$ cat src/hw/rtl/assert_macros.svh
// assertion helpers for the top-level rtl file
// each check is disabled while the asynchronous reset is asserted
`ifndef ASSERT_MACROS_SVH
`define ASSERT_MACROS_SVH

// property holds at every clock edge
`define ASSERT_ALWAYS(label, clk, rst_n, prop) \
	label: assert property (@(posedge clk) disable iff (!rst_n) (prop)) \
		else $error("assertion failed");

// consequent holds at the edge after the antecedent
`define ASSERT_NEXT(label, clk, rst_n, ante, cons) \
	label: assert property (@(posedge clk) disable iff (!rst_n) (ante) |=> (cons)) \
		else $error("assertion failed");

`endif

$ cat src/hw/rtl/cvg_pkg.sv
// ----------------------------------------------------------------------------
// cvg_pkg
// Types and constants of the corexy velocity command gate: request and
// result payloads, per-motor result, register map and rate limits.
// ----------------------------------------------------------------------------
package cvg_pkg;

	// fixed-point layout
	localparam int VEL_W   = 24;
	localparam int GAIN_W  = 32;
	localparam int PROD_W  = VEL_W + GAIN_W;
	localparam int SUM_W   = PROD_W + 1;
	localparam int FRAC_W  = 24;
	localparam int WHOLE_W = SUM_W - FRAC_W;
	localparam int RATE_W  = 24;
	localparam int DB_W    = 16;

	// saturation limits of the step-rate magnitude
	localparam logic [RATE_W-1:0] RATE_MAX_POS = 24'h7FFFFF;
	localparam logic [RATE_W-1:0] RATE_MAX_NEG = 24'h800000;

	localparam logic [DB_W-1:0] DEADBAND_RESET = 16'd30;

	// limit switch bit positions
	localparam int SW_LEFT   = 0;
	localparam int SW_RIGHT  = 1;
	localparam int SW_BOTTOM = 2;
	localparam int SW_TOP    = 3;

	// apb register map, word index
	localparam int ADDR_W = 5;

	typedef enum logic [2:0] {
		REG_LEFT_GAIN_X  = 3'd0,
		REG_LEFT_GAIN_Y  = 3'd1,
		REG_RIGHT_GAIN_X = 3'd2,
		REG_RIGHT_GAIN_Y = 3'd3,
		REG_DEADBAND     = 3'd4
	} cvg_reg_t;

	typedef struct packed {
		logic signed [VEL_W-1:0] vel_x;
		logic signed [VEL_W-1:0] vel_y;
		logic [3:0]              limit_switches;
	} cvg_cmd_t;

	typedef struct packed {
		logic              stop;
		logic [RATE_W-1:0] rate;
		logic              move;
		logic              forward;
	} cvg_motor_t;

	typedef struct packed {
		logic              left_halt;
		logic [RATE_W-1:0] left_rate;
		logic              left_move;
		logic              left_forward;
		logic              right_halt;
		logic [RATE_W-1:0] right_rate;
		logic              right_move;
		logic              right_forward;
	} cvg_rsp_t;

endpackage

$ cat src/hw/rtl/cvg_motor.sv
// ----------------------------------------------------------------------------
// cvg_motor
// One motor's mixing back end: sums the two gain products, truncates toward
// zero, saturates, applies the deadband and derives stop, move and direction
// against the sign of the last delivered rate.
// ----------------------------------------------------------------------------
module cvg_motor (
	input  logic                                clk,
	input  logic                                arst_n,
	input  logic                                upd,
	input  logic signed [cvg_pkg::PROD_W-1:0]   prod_x,
	input  logic signed [cvg_pkg::PROD_W-1:0]   prod_y,
	input  logic [cvg_pkg::DB_W-1:0]            deadband,
	output cvg_pkg::cvg_motor_t                 result
);
	import cvg_pkg::*;

	logic signed [SUM_W-1:0] sum;
	logic                    neg;
	logic [SUM_W-1:0]        mag;
	logic [WHOLE_W-1:0]      whole;
	logic [RATE_W-1:0]       lim;
	logic [RATE_W-1:0]       sat;
	logic [RATE_W-1:0]       rate;
	logic                    nonzero;
	logic                    prev_pos_q;
	logic                    prev_neg_q;

	// exact sum, then magnitude with fraction dropped
	always_comb begin
		sum   = SUM_W'(prod_x) + SUM_W'(prod_y);
		neg   = sum[SUM_W-1];
		mag   = neg ? SUM_W'(-sum) : SUM_W'(sum);
		whole = mag[SUM_W-1:FRAC_W];
	end

	// saturate to the signed range, then deadband
	always_comb begin
		lim     = neg ? RATE_MAX_NEG : RATE_MAX_POS;
		sat     = (whole > WHOLE_W'(lim)) ? lim : whole[RATE_W-1:0];
		rate    = (sat < RATE_W'(deadband)) ? '0 : sat;
		nonzero = (rate != '0);
	end

	// result fields
	always_comb begin
		result.rate    = rate;
		result.move    = nonzero;
		result.forward = nonzero && !neg;
		result.stop    = !nonzero || (prev_neg_q && !neg) || (prev_pos_q && neg);
	end

	// sign of the last rate, kept as two flags
	always_ff @(posedge clk or negedge arst_n) begin
		if (!arst_n) begin
			prev_pos_q <= 1'b0;
			prev_neg_q <= 1'b0;
		end else if (upd) begin
			prev_pos_q <= nonzero && !neg;
			prev_neg_q <= nonzero && neg;
		end
	end

endmodule

$ cat config.mk
export PLATFORM = sky130hd
export DESIGN_NAME = cvg_motor
export DESIGN_NICKNAME = d
export VERILOG_FILES = /design/src/hw/rtl/assert_macros.svh /design/src/hw/rtl/cvg_pkg.sv /design/src/hw/rtl/cvg_motor.sv
export SDC_FILE = /design/constraint.sdc
export NUM_CORES = 1
export LEC_CHECK = 0
export ABC_AREA = 1
export BUFFER_PORTS_ARGS = -buffer_cell sky130_fd_sc_hd__clkbuf_2
export CORE_MARGIN = 3
export CORE_UTILIZATION = 50
export DETAILED_ROUTE_END_ITERATION = 12
export MAX_ROUTING_LAYER = met4
export PLACE_DENSITY = 0.73
export SETUP_SLACK_MARGIN = 0.02
export SLEW_MARGIN = 0
export SYNTH_ARGS = -nofsm -noshare
export SYNTH_HDL_FRONTEND = slang
export SYNTH_SLANG_ARGS = --single-unit
export TNS_END_PERCENT = 5
$ cat constraint.sdc
create_clock -name clk -period 15 [get_ports clk]
set_input_delay 2.25 -clock clk [delete_from_list [all_inputs] [get_ports clk]]
set_output_delay 2.25 -clock clk [all_outputs]
set_load 0.01 [all_outputs]
==> reports/summary.txt <==
placed instance count = 2149
worst skew pair latency = 220 ps
drt initial violations = 978
IO Port Bufs = 157
GRT Util Overall = 33.5%
Critical Path RT = 12750 ps
skew final = 0 ps
CTS Buf Count = 3
Post-Synthesis Cells = 1784
aggregate routed wire length = 31300 um
fill count = 1850
Hold Startpoint = prev_neg_q
Worst EP arrival = 10030 ps
final hold violations = 0
wire length per cell = 14.5 um
pre-CTS setup slack = 2870 ps
Seq cells post-synth = 2
initial antenna violation count = 0
synth unique cells = 48
reg-to-reg setup timing slack = 14370 ps
setup_tns = 0 ps
postcts setup bufs = 0
clk slew on worst S/H paths = 30 ps
Synth Cell Area = 8520 um2
gr ovfl total = 0
starting density of the core = 51.2%
Crit. End Element = output port
row count = 47
largest net degree at the start of global routing = 67
Post-synth EDFFs = 0
Critical Path Start = prod_x[0]
core box area = 16600 um2
Max stage delay on crit path = 780 ps
syn_nets = 2006
Hold Crit Depth = 2
CTS tree = yes
Critical-path top delay cell = inv_2
commonest non-fill, non-tap cells in the layout = nand2_1 (739), inv_1 (344), nor2_1 (163)
clk sinks = 2
Reg2Reg Depth = 2
maximum level of the CTS H-tree = 1
Layout area overhead = 12.7%
worst-margin pin slew = 1050 ps
Die H = 137 um
layout cells sized above 1 = 12.2%
die area = 18600 um2
vias in the first global route = 9692
vias = 11200
GPL Wtd Cong = 1.06
hold path endpoint = prev_neg_q
Max Freq = 0.0814 GHz
sequential share of the synthesized area = 0.588%
Final Setup Violations = 0
Slew HR = 29.7%
Crit Reg-Reg Startpoint = prev_pos_q
CP max FO = 66
Leak = 0.00607 uW
Non-Filler Instances = 2152
Max-Cap Viols = 0
pwr dens = 61.4 nW/um2
Syn. warnings = 0
Hold Crit Class = flip-flop to flip-flop
Antenna diodes = 0
ys flop type = dfrtp_1
post-CTS sizing = 0
first-pass GRT wire length = 48300 um
Bufs on Longest Clock Path = 2
Tmin final = 12280 ps
fin crit share = 81.9%
most common cell after layout, fill and taps aside = nand2_1
clock root buffer master = clkbuf_16
DRT Pass-1 Iters = 6
fraction of registers with async set/reset = 100%
kind of critical path = primary input to output port
Mean Syn Cell Area = 4.77 um2
Ports = 158
DR vias/cell = 5.21
Slew Limit Fails = 0
cts hold-fix bufs = 0
Startpoint Class = primary input
post-DP HPWL = 27900 um
Final WS setup = 2720 ps
R2R Path End = prev_pos_q
Die Width = 137 um
run status = completed
ANT nets after route = 0
unrepaired setup endpoints after global routing = false
nets@finish = 2156
Max IR drop VDD = 0.0000884 V
Remaining DRCs = 0
where the power goes:
part           leakage (uW)  switching (uW)  internal [uW]
combinational       0.00601             359            184
clock             0.0000370            6.03           33.9
sequential        0.0000244           0.777           6.55
total               0.00607             365            224
final cells by class:
class | instances | area (um2) | area share (%)
inverter | 352 | 1320 | 13.8
sequential | 2 | 50.0 | 0.522
multi-input combinational | 1417 | 7080 | 73.8
clock buffer | 3 | 75.1 | 0.782
tap | 220 | 275 | 2.87
timing repair buffer | 158 | 793 | 8.27
stage by stage:
stage                     utilization [%]  total power, uW  cell area [um2]  hold WS (ps)
after global placement               57.2              532             9520           476
after CTS                            57.7              579             9600           501
final                                57.7              589             9600           512
after floorplan                         -              392             8520           449
after global routing                 57.7              663             9600           535
after detailed placement             57.2              536             9520           480
synthesized netlist by cell type (3+ instances only):
library cell,instances,area (um2)
nor2_2,22,138
o21bai_1,5,37.5
a21boi_0,10,75.1
nand3_1,113,566
nand2_2,24,150
nor2_1,163,612
o21ai_0,46,230
nand4_1,36,225
clkbuf_1,7,26.3
a21oi_1,67,335
inv_1,344,1290
nand2_1,739,2770
xor2_1,19,166
nor3_1,19,95.1
xnor2_1,8,70.1
inv_2,6,22.5
nand3_2,9,90.1
buf_2,4,20.0
nor4_1,3,18.8
ha_1,90,1130
nand3b_1,11,82.6
nor3b_1,3,22.5
o21ai_1,5,25.0
sequential cells by signal, summed over array words and instances, names as in the netlist:
signal / flops
prev_neg_q: 1
prev_pos_q: 1
layer usage:
metal | global-route usage [%] | routed length, um | up-vias | part of all wire, %
li1 | - | - | 5814 | -
met1 | 45.0 | 14000 | 4844 | 45
met2 | 53.6 | 13500 | 487 | 43
met3 | 1.65 | 2460 | 68 | 7.9
met4 | 12.0 | 1310 | 0 | 4.2
met5 | - | 0 | - | 0
kinds of logic (layout without fill, tap and decap cells):
kind of cell / after synthesis / in the layout / synth area share [%]
and+or+nand+nor: 1153 / 1153 / 57.3
buffers and inverters: 365 / 513 / 16.3
AOI/OAI and AO/OA: 144 / 144 / 9.24
adders and majority gates: 91 / 91 / 13.5
xor gates and xnor gates: 29 / 29 / 3.16
DFF: 2 / 2 / 0.588
how the worst max path moves through the flow:
stage | to | cells after the start | slack, ps
global placement | result[26] | 41 | 3210
CTS | result[26] | 42 | 2870
floorplan | result[1] | 43 | 4480
detailed placement | result[26] | 42 | 2870
finish | result[26] | 42 | 2720
global route | result[26] | 42 | 2080
worst max-delay path: cells and delay by family:
kind | cells | cell delay [ps]
AO/OA/AOI/OAI | 6 | 1120
XOR/XNOR | 2 | 410
adder cells (fa/ha/maj) | 4 | 1380
buffers and inverters | 7 | 1490
AND/OR/NAND/NOR | 23 | 3340
Note: power is estimated with default switching activity, not from simulation.
